<file path="src/rtl/core/gray_box_blur_binarize_assert.svh">
// Assertion macros for the gray box blur binarize RTL, included by its top level.
// Depends on nothing; included inside module bodies that check their own logic.
`ifndef GRAY_BOX_BLUR_BINARIZE_ASSERT_SVH
`define GRAY_BOX_BLUR_BINARIZE_ASSERT_SVH

// The consequent must hold in the same cycle as the antecedent.
`define GBB_ASSERT_IMPL(label, clk, rst_n, ante, cons) \
  label: assert property (@(posedge clk) disable iff (!rst_n) (ante) |-> (cons)) \
    else $error("gbb assertion failed");

// The expression must hold at every clock edge outside reset.
`define GBB_ASSERT_ALWAYS(label, clk, rst_n, expr) \
  label: assert property (@(posedge clk) disable iff (!rst_n) (expr)) \
    else $error("gbb assertion failed");

`endif

</file>
<file path="src/rtl/core/gbb_pkg.sv">
// Package for the gray box blur binarize block: constants, codes and types.
// Depends on nothing; used by the top level, gbb_div and the testbench.
`default_nettype none

package gbb_pkg;

  // Configuration port geometry and register indexes.
  localparam int unsigned CFG_IDX_W  = 3;
  localparam int unsigned CFG_DATA_W = 12;
  localparam logic [CFG_IDX_W-1:0] CFG_IMAGE_WIDTH   = 3'd0;
  localparam logic [CFG_IDX_W-1:0] CFG_IMAGE_HEIGHT  = 3'd1;
  localparam logic [CFG_IDX_W-1:0] CFG_KERNEL_HALF   = 3'd2;
  localparam logic [CFG_IDX_W-1:0] CFG_BIN_THRESHOLD = 3'd3;
  localparam logic [CFG_IDX_W-1:0] CFG_COLOR_MODE    = 3'd4;

  // Register reset values.
  localparam logic [10:0] RST_IMAGE_WIDTH   = 11'd640;
  localparam logic [11:0] RST_IMAGE_HEIGHT  = 12'd480;
  localparam logic [1:0]  RST_KERNEL_HALF   = 2'd1;
  localparam logic [8:0]  RST_BIN_THRESHOLD = 9'd128;
  localparam logic        RST_COLOR_MODE    = 1'b1;

  // Luma weights 0.299 / 0.587 / 0.114 in Q0.16.
  localparam logic [16:0] WEIGHT_RED   = 17'd19595;
  localparam logic [16:0] WEIGHT_GREEN = 17'd38470;
  localparam logic [16:0] WEIGHT_BLUE  = 17'd7471;

  // Window sum of up to 7x7 samples of 255, and its divisor of up to 49.
  localparam int unsigned SUM_W = 14;
  localparam int unsigned DIV_W = 6;

  // Window areas and their reciprocals, ceil(2^20 / area). The rounding error
  // stays small enough that the product is the exact floor for every sum of
  // 8-bit samples over that area.
  localparam int unsigned RECIP_SHIFT = 20;
  localparam int unsigned RECIP_W     = 21;
  localparam logic [DIV_W-1:0]   AREA_3X3  = 6'd9;
  localparam logic [DIV_W-1:0]   AREA_5X5  = 6'd25;
  localparam logic [DIV_W-1:0]   AREA_7X7  = 6'd49;
  localparam logic [RECIP_W-1:0] RECIP_ONE = 21'd1048576;
  localparam logic [RECIP_W-1:0] RECIP_3X3 = 21'd116509;
  localparam logic [RECIP_W-1:0] RECIP_5X5 = 21'd41944;
  localparam logic [RECIP_W-1:0] RECIP_7X7 = 21'd21400;

  // Request from the sequencer to the mean divider.
  typedef struct packed {
    logic             start;
    logic [SUM_W-1:0] dividend;
    logic [DIV_W-1:0] divisor;
  } div_req_t;

endpackage

`default_nettype wire

</file>
<file path="src/rtl/core/gbb_div.sv">
// Window mean by reciprocal multiplication, result registered in the cycle after start.
// Depends on gbb_pkg for the operand widths, reciprocals and the request type.
`default_nettype none

module gbb_div (
  input  wire logic              clk_i,
  input  wire logic              rst_ni,
  input  wire gbb_pkg::div_req_t req_i,
  output logic                   done_o,
  output logic [7:0]             quotient_o
);
  import gbb_pkg::*;

  localparam int unsigned PW = SUM_W + RECIP_W;

  logic [RECIP_W-1:0] recip;
  logic [PW-1:0]      prod;
  logic [7:0]         quo_q, quo_d;
  logic               done_q, done_d;

  // Pick the reciprocal of the window area and scale the sum by it.
  always_comb begin
    case (req_i.divisor)
      AREA_3X3: recip = RECIP_3X3;
      AREA_5X5: recip = RECIP_5X5;
      AREA_7X7: recip = RECIP_7X7;
      default:  recip = RECIP_ONE;
    endcase
    prod   = PW'(req_i.dividend) * PW'(recip);
    quo_d  = req_i.start ? prod[RECIP_SHIFT +: 8] : quo_q;
    done_d = req_i.start;
  end

  always_ff @(posedge clk_i or negedge rst_ni) begin
    if (!rst_ni) begin
      done_q <= 1'b0;
    end else begin
      done_q <= done_d;
    end
  end

  always_ff @(posedge clk_i) begin
    quo_q <= quo_d;
  end

  assign done_o     = done_q;
  assign quotient_o = quo_q;

endmodule

`default_nettype wire

</file>
<file path="config.mk">
export PLATFORM = sky130hd
export DESIGN_NAME = gbb_div
export DESIGN_NICKNAME = d
export VERILOG_FILES = /design/src/rtl/core/gray_box_blur_binarize_assert.svh /design/src/rtl/core/gbb_pkg.sv /design/src/rtl/core/gbb_div.sv
export SDC_FILE = /design/constraint.sdc
export NUM_CORES = 1
export LEC_CHECK = 0
export ABC_CLOCK_PERIOD_IN_PS = 1110
export BUFFER_PORTS_ARGS = -buffer_cell sky130_fd_sc_hd__buf_2
export CAP_MARGIN = 20
export CORE_MARGIN = 1.5
export CORE_UTILIZATION = 43
export CTS_CLUSTER_DIAMETER = 60
export DETAILED_ROUTE_END_ITERATION = 8
export GPL_ROUTABILITY_DRIVEN = 0
export GPL_TIMING_DRIVEN = 0
export PLACE_DENSITY = 0.6
export SLEW_MARGIN = 10
export SYNTH_ARGS = -nofsm -noshare
export SYNTH_HDL_FRONTEND = slang
export SYNTH_SLANG_ARGS = --single-unit
export TNS_END_PERCENT = 20
</file>
<file path="constraint.sdc">
create_clock -name clk_i -period 1.11 [get_ports clk_i]
set_input_delay 0.111 -clock clk_i [delete_from_list [all_inputs] [get_ports clk_i]]
set_output_delay 0.111 -clock clk_i [all_outputs]
set_load 0.01 [all_outputs]
</file>
; ---- Word level (Yosys, flattened, before mapping)
; Cells that the tools add are included.
[word_totals]
register_bits = 9
out_inout_bits = 9
[op_classes]
muxes = 1
multipliers = 1
eq_ne = 3
[ops]
columns = cell, count
row1 = one-hot mux 21 bit (3 select lines), 1
row2 = multiplier 14 x 21 -> 28 bit, 1
row3 = == test 6 x 4 -> 1 bit (second input constant), 1
row4 = == test 6 x 5 -> 1 bit (second input constant), 1
row5 = == test 6 bit (second input constant), 1

; ---- Longest topological paths before layout
; Gate-level depths: netlist (run 1).
[logic_depth]
depth_word = 3
ltp_mapped = 26
mapped_depth_nobuf = 25

; ---- Worst setup path before layout (run 1)
; OpenSTA, ideal clock, no wires.
[synth_timing]
path_type = input to register
startpoint = input req_i[1] (netlist bit)
endpoint = register quo_q[7], in the netlist quotient_o[7] (data pin)
setup_slack_ns = -5.278
arrival_ns = 6.129
setup_ns = 0.260
t_required_ns = 0.850
n_path_buf = 2
cell_stages = 24
path_cell_list = or3b_4 -> nor3_1 -> buf_2 -> clkbuf_1 -> o21ai_0 -> fa_1 -> inv_1 -> fa_1 -> inv_1 -> fa_1 -> inv_1 -> fa_1 -> fa_1 -> inv_1 -> fa_1 -> inv_1 -> ha_1 -> a211oi_1 -> nor2_1 -> o311ai_0 -> o21ai_2 -> a2bb2oi_1 -> o21ai_0 -> xnor2_1
[synth_between]
elab_chain_cells = 3
elab_cells_between_ends = 5
cone_classes = mul (1) / eq/ne (3) / mux (1)
[synth_rtl]
columns = item, line_no
row1 = "start, declared", gbb_div.sv:8  ; input wire gbb_pkg::div_req_t req_i,
row2 = "== test 6 bit, or another cell as far along", gbb_div.sv:23  ; case (req_i.divisor)
row3 = one-hot mux 21 bit (3 select lines) (*), gbb_div.sv:23
row4 = multiplier 14 x 21 -> 28 bit (*), gbb_div.sv:29  ; prod = PW'(req_i.dividend) * PW'(recip);
row5 = net prod[27], gbb_div.sv:17  ; logic [PW-1:0] prod;
row6 = "end signal, assigned", gbb_div.sv:43  ; quo_q <= quo_d;
row7 = "end, declared", gbb_div.sv:18  ; logic [7:0] quo_q, quo_d;
; Mark *: on every way through the listed nets, which the timed path passes. The rest lies on a longest branch.
; A chain may end at the register's enable or synchronous reset.

; ---- Final worst setup path (run 1)
[layout_timing]
startpoint = input req_i[2] (netlist bit)
endpoint = register quo_q[6], in the netlist quotient_o[6] (data pin)
; Same word-level chain as after synthesis.

==> results.md, run 1 <==
* Path category of the worst min-delay check: in -> reg
* Worst supply voltage drop on vdd at approximately 0.00033 V
* GRT overflow at 0
* LEAKAGE at 4.21 nW
* Worst hold path startpoint: req_i[20]
* Run status: finished with violations
* Estimated wirelength of the detail-placed design at roughly 14000 um
* Most used cells in the layout excluding fill and tap cells: sky130_fd_sc_hd__inv_1 (218), sky130_fd_sc_hd__fa_1 (139), sky130_fd_sc_hd__ha_1 (99)
* Flops & latches, synth at 9
* Critical Path Start Type: input port
* Crit Path Max Fanout at 10
* Vias at approximately 4700
* Most common library cell in the layout ignoring fill and taps: sky130_fd_sc_hd__inv_1
* Crit path time final at ~6.2 ns
* Hold Vio Cnt, Final at 0
* Async set or reset register ratio after synthesis at 0.111
* Cells after synthesis at about 690
* Number of flops mapped to enable cells by yosys at 8
* Number of distinct library cells after synthesis at 40
* Min setup slack post-route at -5.05 ns
* Worst-path clk slew at 0.04 ns
* Area of the mapped netlist at roughly 6400 um2
* Transition at the pin with the smallest max-transition slack at 0.780 ns
* Routed wire length at between 15000 and 20000 um
* First drt pass iteration count at 5
* Std-Cell Rows at 44
* Share of post-route cells with drive strength above 1 at 0.150
* Critical Path Start: req_i[2]
* Routed length per placed instance at approximately 17 um
* Endpoint class of the critical path: flip-flop
* Worst hold slack at about 0.11 ns
* First-pass GRT wire length at between 20000 and 30000 um
* Vias in the first global route at 5060
* Period utilisation layout at 5.55
* Power density relative to cell area at 298 nW/um2
* Buffer type at the clock tree root: sky130_fd_sc_hd__clkbuf_16
* Clock buffer depth at 2
* TritonCTS buffer count at 3
* Die boundary width at 125 um
* Top post-synthesis cells by area: sky130_fd_sc_hd__fa_1 (44%), sky130_fd_sc_hd__ha_1 (20%), sky130_fd_sc_hd__inv_1 (13%)
* Mapped Nets at 952
* Crit path required time at roughly 1.1 ns
* Number of synthesis warnings at 0
* TNS Setup at -39.50 ns
* Violated checks: setup timing
* Data arrival at the endpoint of the critical path at 6.12 ns
* Starting utilization of the core area at 0.441
* DR iter-0 viols at 257
* Clock tree from TritonCTS: done
* RSZ-0062 raised after global routing: true
* Worst slew margin at 0.475
* Avg Synthesized Cell Area at approximately 9.3 um2
* Cell taking the most area after synthesis: sky130_fd_sc_hd__fa_1
* Final-stage net count at between 1000 and 1500
* Antenna fix cells at 0
* Chip height at approximately 130 um
* Largest net degree at the start of global routing at 11
* Number of I/O port buffers at 31
* ANT nets after route at 0
* All-Layer GR Usage at 0.205
* Post-detailed-route via-to-cell ratio at a little over 5
* Filler Cell Count at approximately 1400
* Area of the core region at approximately 15000 um2
* Max frequency at between 150 and 200 MHz
* WS Path Type: in -> reg
* Area Overhead vs Synth at 14.6%
* Die area at 15600 um2
* Total design power at roughly 2.2 mW
* Post-route DRC at 0
* Max-cap check violation count at 0
* Num ports at 32
* Number of levels the H-tree was split into at 1
* Initial antenna violation count at 0
* Primary flip-flop cell chosen by synthesis mapping: sky130_fd_sc_hd__edfxtp_1
* Fraction of synthesized cell area taken by the top area cell type at 0.438
* Seq/Total Area, Yosys at 0.0414
* Clock net sink count at 9
* Setup-failing EPs final at 8
* Pins over their slew limit at 0
==> Yosys cell counts (7+ instances only) <==
library cell,number
sky130_fd_sc_hd__a21oi_1,8
sky130_fd_sc_hd__and2_1,30
sky130_fd_sc_hd__and3_1,11
sky130_fd_sc_hd__clkbuf_1,7
sky130_fd_sc_hd__edfxtp_1,8
sky130_fd_sc_hd__fa_1,140
sky130_fd_sc_hd__ha_1,103
sky130_fd_sc_hd__inv_1,224
sky130_fd_sc_hd__nand2_1,28
sky130_fd_sc_hd__nand3_1,7
sky130_fd_sc_hd__nor2_1,24
sky130_fd_sc_hd__o21ai_0,22
sky130_fd_sc_hd__xnor2_1,9
==> sequential cells by signal (all words and copies together) (netlist names) <==
register and count:
done_o 1, quotient_o 8
==> through the flow <==
stage | std cells | utilization | worst slack [ns] | area [um2]
floorplan | 686 | - | -4.88 | 6510
global placement | 901 | 0.475 | -5.54 | 6900
detailed placement | 901 | 0.475 | -5.66 | 6900
CTS | 921 | 0.500 | -5.01 | 7270
global route | 922 | 0.505 | -5.29 | 7340
finish | 922 | 0.505 | -5.05 | 7340
==> repair_timing <==
item	in CTS	in global routing
hold buffers	1	0
pin swaps	25	18
gates resized for setup	41	17
hold endpoints to repair	1	0
setup buffers	15	1
setup endpoints to repair	8	8
==> path summary, 6_finish.rpt <==
path                            endpoint  cells after the start
hold / removal                    done_o                      1
max in group asynchronous         done_o                      2
min in group asynchronous         done_o                      2
setup / recovery           quotient_o[6]                     24
==> critical path, cell delays in order <==
cell and delay (ns):
sky130_fd_sc_hd__buf_2 0.10, sky130_fd_sc_hd__or3b_4 0.44, sky130_fd_sc_hd__nor3b_4 0.27, sky130_fd_sc_hd__buf_4 0.17, sky130_fd_sc_hd__clkbuf_16 0.15, sky130_fd_sc_hd__and3_4 0.19
sky130_fd_sc_hd__inv_1 0.06, sky130_fd_sc_hd__fa_1 0.50, sky130_fd_sc_hd__fa_1 0.51, sky130_fd_sc_hd__inv_1 0.06, sky130_fd_sc_hd__fa_1 0.46, sky130_fd_sc_hd__fa_1 0.50
sky130_fd_sc_hd__fa_1 0.50, sky130_fd_sc_hd__inv_1 0.05, sky130_fd_sc_hd__fa_1 0.50, sky130_fd_sc_hd__inv_1 0.04, sky130_fd_sc_hd__ha_1 0.30, sky130_fd_sc_hd__and3_1 0.20
sky130_fd_sc_hd__and3_1 0.17, sky130_fd_sc_hd__nand4_1 0.17, sky130_fd_sc_hd__o21ai_4 0.28, sky130_fd_sc_hd__a2bb2oi_4 0.11, sky130_fd_sc_hd__o21bai_1 0.18, sky130_fd_sc_hd__xor2_1 0.10
==> power by group <==
part / total (mW) / internal (mW) / switching, mW
registers: 0.437 / 0.429 / 0.00816
logic: 1.14 / 0.473 / 0.663
clock network: 0.618 / 0.478 / 0.139
total: 2.19 / 1.38 / 0.810
==> logic make-up (layout without fill, tap and decap cells) <==
| logic type | Yosys count | after routing | synth area share |
|---|---|---|---|
| AO/OA/AOI/OAI | 51 | 51 | 0.0489 |
| adder cells (fa/ha/maj) | 243 | 243 | 0.639 |
| buffers and inverters | 233 | 285 | 0.137 |
| flip-flops | 9 | 9 | 0.0414 |
| XOR/XNOR | 15 | 15 | 0.0205 |
| AND/OR/NAND/NOR | 135 | 135 | 0.113 |
==> cell type report <==
cell class              count  area, um2  share of cell area
repair buffers             48        285              0.0389
clock buffers               4       78.8              0.0107
multi-input cells         444       5530               0.753
well taps                 184        230              0.0314
inverters                 224        841               0.115
flip-flops and latches      9        265              0.0361
plain buffers               9        115              0.0157
==> routing by layer <==
layer	global-route usage	vias to the layer above	part of all wire	routed length, um
li1	-	2160	-	-
met1	0.293	2309	0.45	6960
met2	0.334	174	0.46	7070
met3	0.0252	43	0.062	964
met4	0.0528	0	0.031	475
met5	0	-	0	0
No activity file was read; power rests on OpenSTA's default activity.
==> run 2: changes to the inputs <==
- CORE_ASPECT_RATIO: unset -> 0.75
- CORE_MARGIN: 1.5 -> unset
==> results.md, run 2 (synthesis gave the netlist of run 1 again) <==
* Run status: finished with violations (unchanged)
* Violated checks: setup timing (unchanged)
* Power dissipated by switching net loads at 0.845 mW (was 0.810 mW)
* Power density relative to cell area at 299 nW/um2 (was 298 nW/um2)
* Post-route DRC at 0 (unchanged)
* Antenna fix cells at 0 (unchanged)
* Total internal power at 1.42 mW (was 1.38 mW)
* Total design power at 2.27 mW (was 2.19 mW)
* WS Path Type: in -> reg (unchanged)
* Routed wire length at 16200 um (was 15500 um)
* Count of placed standard cells including taps at 917 (was 901)
* Min setup slack post-route at -4.98 ns (was -5.05 ns)
* Setup-failing EPs final at 8 (unchanged)
* Vias at 4680 (was 4686)
* Flop pwr share at 0.193 (was 0.199)
* GRT overflow at 0 (unchanged)
* Worst supply voltage drop on vdd at 0.000387 V (was 0.000331 V)
* Endpoint class of the critical path: flip-flop (unchanged)
* TritonCTS buffer count at 3 (unchanged)
* Flip-flop count of the largest register, all copies and words added at 8 (unchanged)
* Clock tree from TritonCTS: done (unchanged)
* Post-detailed-route via-to-cell ratio at 4.91 (was 5.08)
* Critical Path Start Type: input port (unchanged)
* Chip height at 108 um (was 125 um)
* Crit Path Max Fanout at 4 (was 10)
* Area of the core region at 14500 um2 (about the same)
* Critical Path Start: req_i[2] (unchanged)
* Worst slew margin at 0.520 (was 0.475)
* Pins over their slew limit at 0 (unchanged)
* All-Layer GR Usage at 0.228 (was 0.205)
* First drt pass iteration count at 5 (unchanged)
* Path category of the worst min-delay check: in -> reg (unchanged)
* Num ports at 32 (unchanged)
* Filler Cell Count at 1375 (was 1376)
* Vias in the first global route at 5044 (was 5060)
* Most common library cell in the layout ignoring fill and taps: sky130_fd_sc_hd__inv_1 (unchanged)
* Starting utilization of the core area at 0.442 (was 0.441)
* Estimated wirelength of the detail-placed design at 14200 um (was 13900 um)
* Total area of multi-input combinational cells at 5620 um2 (was 5530 um2)
* Number of I/O port buffers at 31 (unchanged)
* Data arrival at the endpoint of the critical path at 6.06 ns (was 6.12 ns)
* Max-cap check violation count at 0 (unchanged)
* Transition at the pin with the smallest max-transition slack at 0.713 ns (was 0.780 ns)
* DR iter-0 viols at 267 (was 257)
* First-pass GRT wire length at 26400 um (was 25500 um)
* Buffer type at the clock tree root: sky130_fd_sc_hd__clkbuf_16 (unchanged)
* Max frequency at 164 MHz (was 162 MHz)
* ANT nets after route at 0 (unchanged)
* RSZ-0062 raised after global routing: true (unchanged)
* Clock network fraction of design power at 0.272 (was 0.282)
* Worst hold slack at 0.111 ns (was 0.110 ns)
* Std-Cell Rows at 38 (was 44)
* Register area at 265 um2 (unchanged)
* Logic pwr share at 0.535 (was 0.518)
* Post-Layout Cell Count at 953 (was 922)
* Worst-path clk slew at 0.04 ns (about the same)
* Crit path required time at 1.08 ns (about the same)
* Clock net sink count at 9 (unchanged)
* Period utilisation layout at 5.48 (was 5.55)
* Largest net degree at the start of global routing at 11 (unchanged)
* Final-stage net count at 1020 (was 1005)
* Hold Vio Cnt, Final at 0 (unchanged)
* Net Sw Frac at 0.373 (was 0.370)
* Initial antenna violation count at 0 (unchanged)
* Critical path destination: quotient_o[6] (unchanged)
* Most used cells in the layout excluding fill and tap cells: sky130_fd_sc_hd__inv_1 (212), sky130_fd_sc_hd__fa_1 (134), sky130_fd_sc_hd__ha_1 (95) (was sky130_fd_sc_hd__inv_1 (218), sky130_fd_sc_hd__fa_1 (139), sky130_fd_sc_hd__ha_1 (99))
* LEAKAGE at 4.30 nW (was 4.21 nW)
* Share of post-route cells with drive strength above 1 at 0.205 (was 0.150)
* Die area at 15400 um2 (was 15600 um2)
* Clock buffer depth at 2 (unchanged)
* Number of levels the H-tree was split into at 1 (unchanged)
* TNS Setup at -39.35 ns (was -39.50 ns)
* Routed length per placed instance at 17.0 um (was 16.8 um)
* Area Overhead vs Synth at 18.3% (was 14.6%)
* Die boundary width at 143 um (was 125 um)
* Crit path time final at 6.09 ns (was 6.16 ns)
[run 2: changes by cell type in the layout (fill, tap and decap cells not counted), sizes merged]
cell,change
buf,+15
[run 2: layout make-up]
| cell class | instances | share of cell area |
|---|---|---|
| multi-input cells | 444 | 0.742 |
| inverters | 224 | 0.111 |
| repair buffers | 63 | 0.0545 |
| flip-flops and latches | 9 | 0.0350 |
| well taps | 200 | 0.0330 |
| plain buffers | 9 | 0.0144 |
| clock buffers | 4 | 0.0104 |
[run 2: power groups by stage]
stage	logic, mW	clock network, mW	registers, mW
finish	1.21	0.618	0.437
global route	1.37	0.658	0.441
CTS	1.18	0.630	0.438
detailed placement	1.05	0	0.443
global placement	1.03	0	0.440
floorplan	0.673	0	0.470
[run 2: what timing repair did]
item,4_1_cts,5_1_grt
setup endpoints to repair,8,8
buffers inserted,29,2
gates resized for setup,71,22
endpoints found under the hold margin,1,0
pin swaps,52,27
hold buffers,1,0
[run 2: worst min path at each step]
stage,startpoint,to,slack (ns),cells past startpoint
2_1_floorplan,rst_ni,done_o,-0.18,0
3_3_place_gp,rst_ni,done_o,-0.11,1
3_5_place_dp,rst_ni,done_o,-0.11,1
4_1_cts,req_i[20],done_o,0.11,1
5_1_grt,req_i[20],done_o,0.11,1
6_report,req_i[20],done_o,0.11,1
[run 2: metal layers]
layer,vias up,part of all wire,global-route usage,routed length (um)
li1,2194,-,-,-
met1,2303,0.49,0.348,7890
met2,167,0.42,0.339,6760
met3,16,0.086,0.0440,1400
met4,0,0.011,0.0330,173
met5,-,0,0,0
[run 2: worst max-delay path, cell delays in order]
cell,delay [ns]
sky130_fd_sc_hd__buf_2,0.10
sky130_fd_sc_hd__or3b_4,0.44
sky130_fd_sc_hd__nor3b_4,0.27
sky130_fd_sc_hd__buf_6,0.15
sky130_fd_sc_hd__clkbuf_8,0.14
sky130_fd_sc_hd__buf_6,0.12
sky130_fd_sc_hd__o21ai_4,0.07
sky130_fd_sc_hd__fa_1,0.54
sky130_fd_sc_hd__inv_1,0.05
sky130_fd_sc_hd__fa_1,0.51
sky130_fd_sc_hd__inv_2,0.05
sky130_fd_sc_hd__fa_1,0.52
sky130_fd_sc_hd__inv_1,0.05
sky130_fd_sc_hd__fa_1,0.44
sky130_fd_sc_hd__fa_1,0.49
sky130_fd_sc_hd__inv_1,0.05
sky130_fd_sc_hd__fa_1,0.49
sky130_fd_sc_hd__inv_2,0.05
sky130_fd_sc_hd__ha_4,0.23
sky130_fd_sc_hd__a211oi_2,0.21
sky130_fd_sc_hd__nor2_2,0.08
sky130_fd_sc_hd__o311ai_4,0.30
sky130_fd_sc_hd__o21ai_4,0.15
sky130_fd_sc_hd__a2bb2oi_4,0.20
sky130_fd_sc_hd__o21bai_1,0.10
sky130_fd_sc_hd__xor2_1,0.15
[run 2: through the flow]
step           setup slack (ns)   util  instance area, um2
5_1_grt                   -5.20  0.523                7580
2_1_floorplan             -4.88      -                6510
4_1_cts                   -4.99  0.516                7480
3_3_place_gp              -5.60  0.477                6920
3_5_place_dp              -5.72  0.477                6920
6_report                  -4.98  0.523                7580
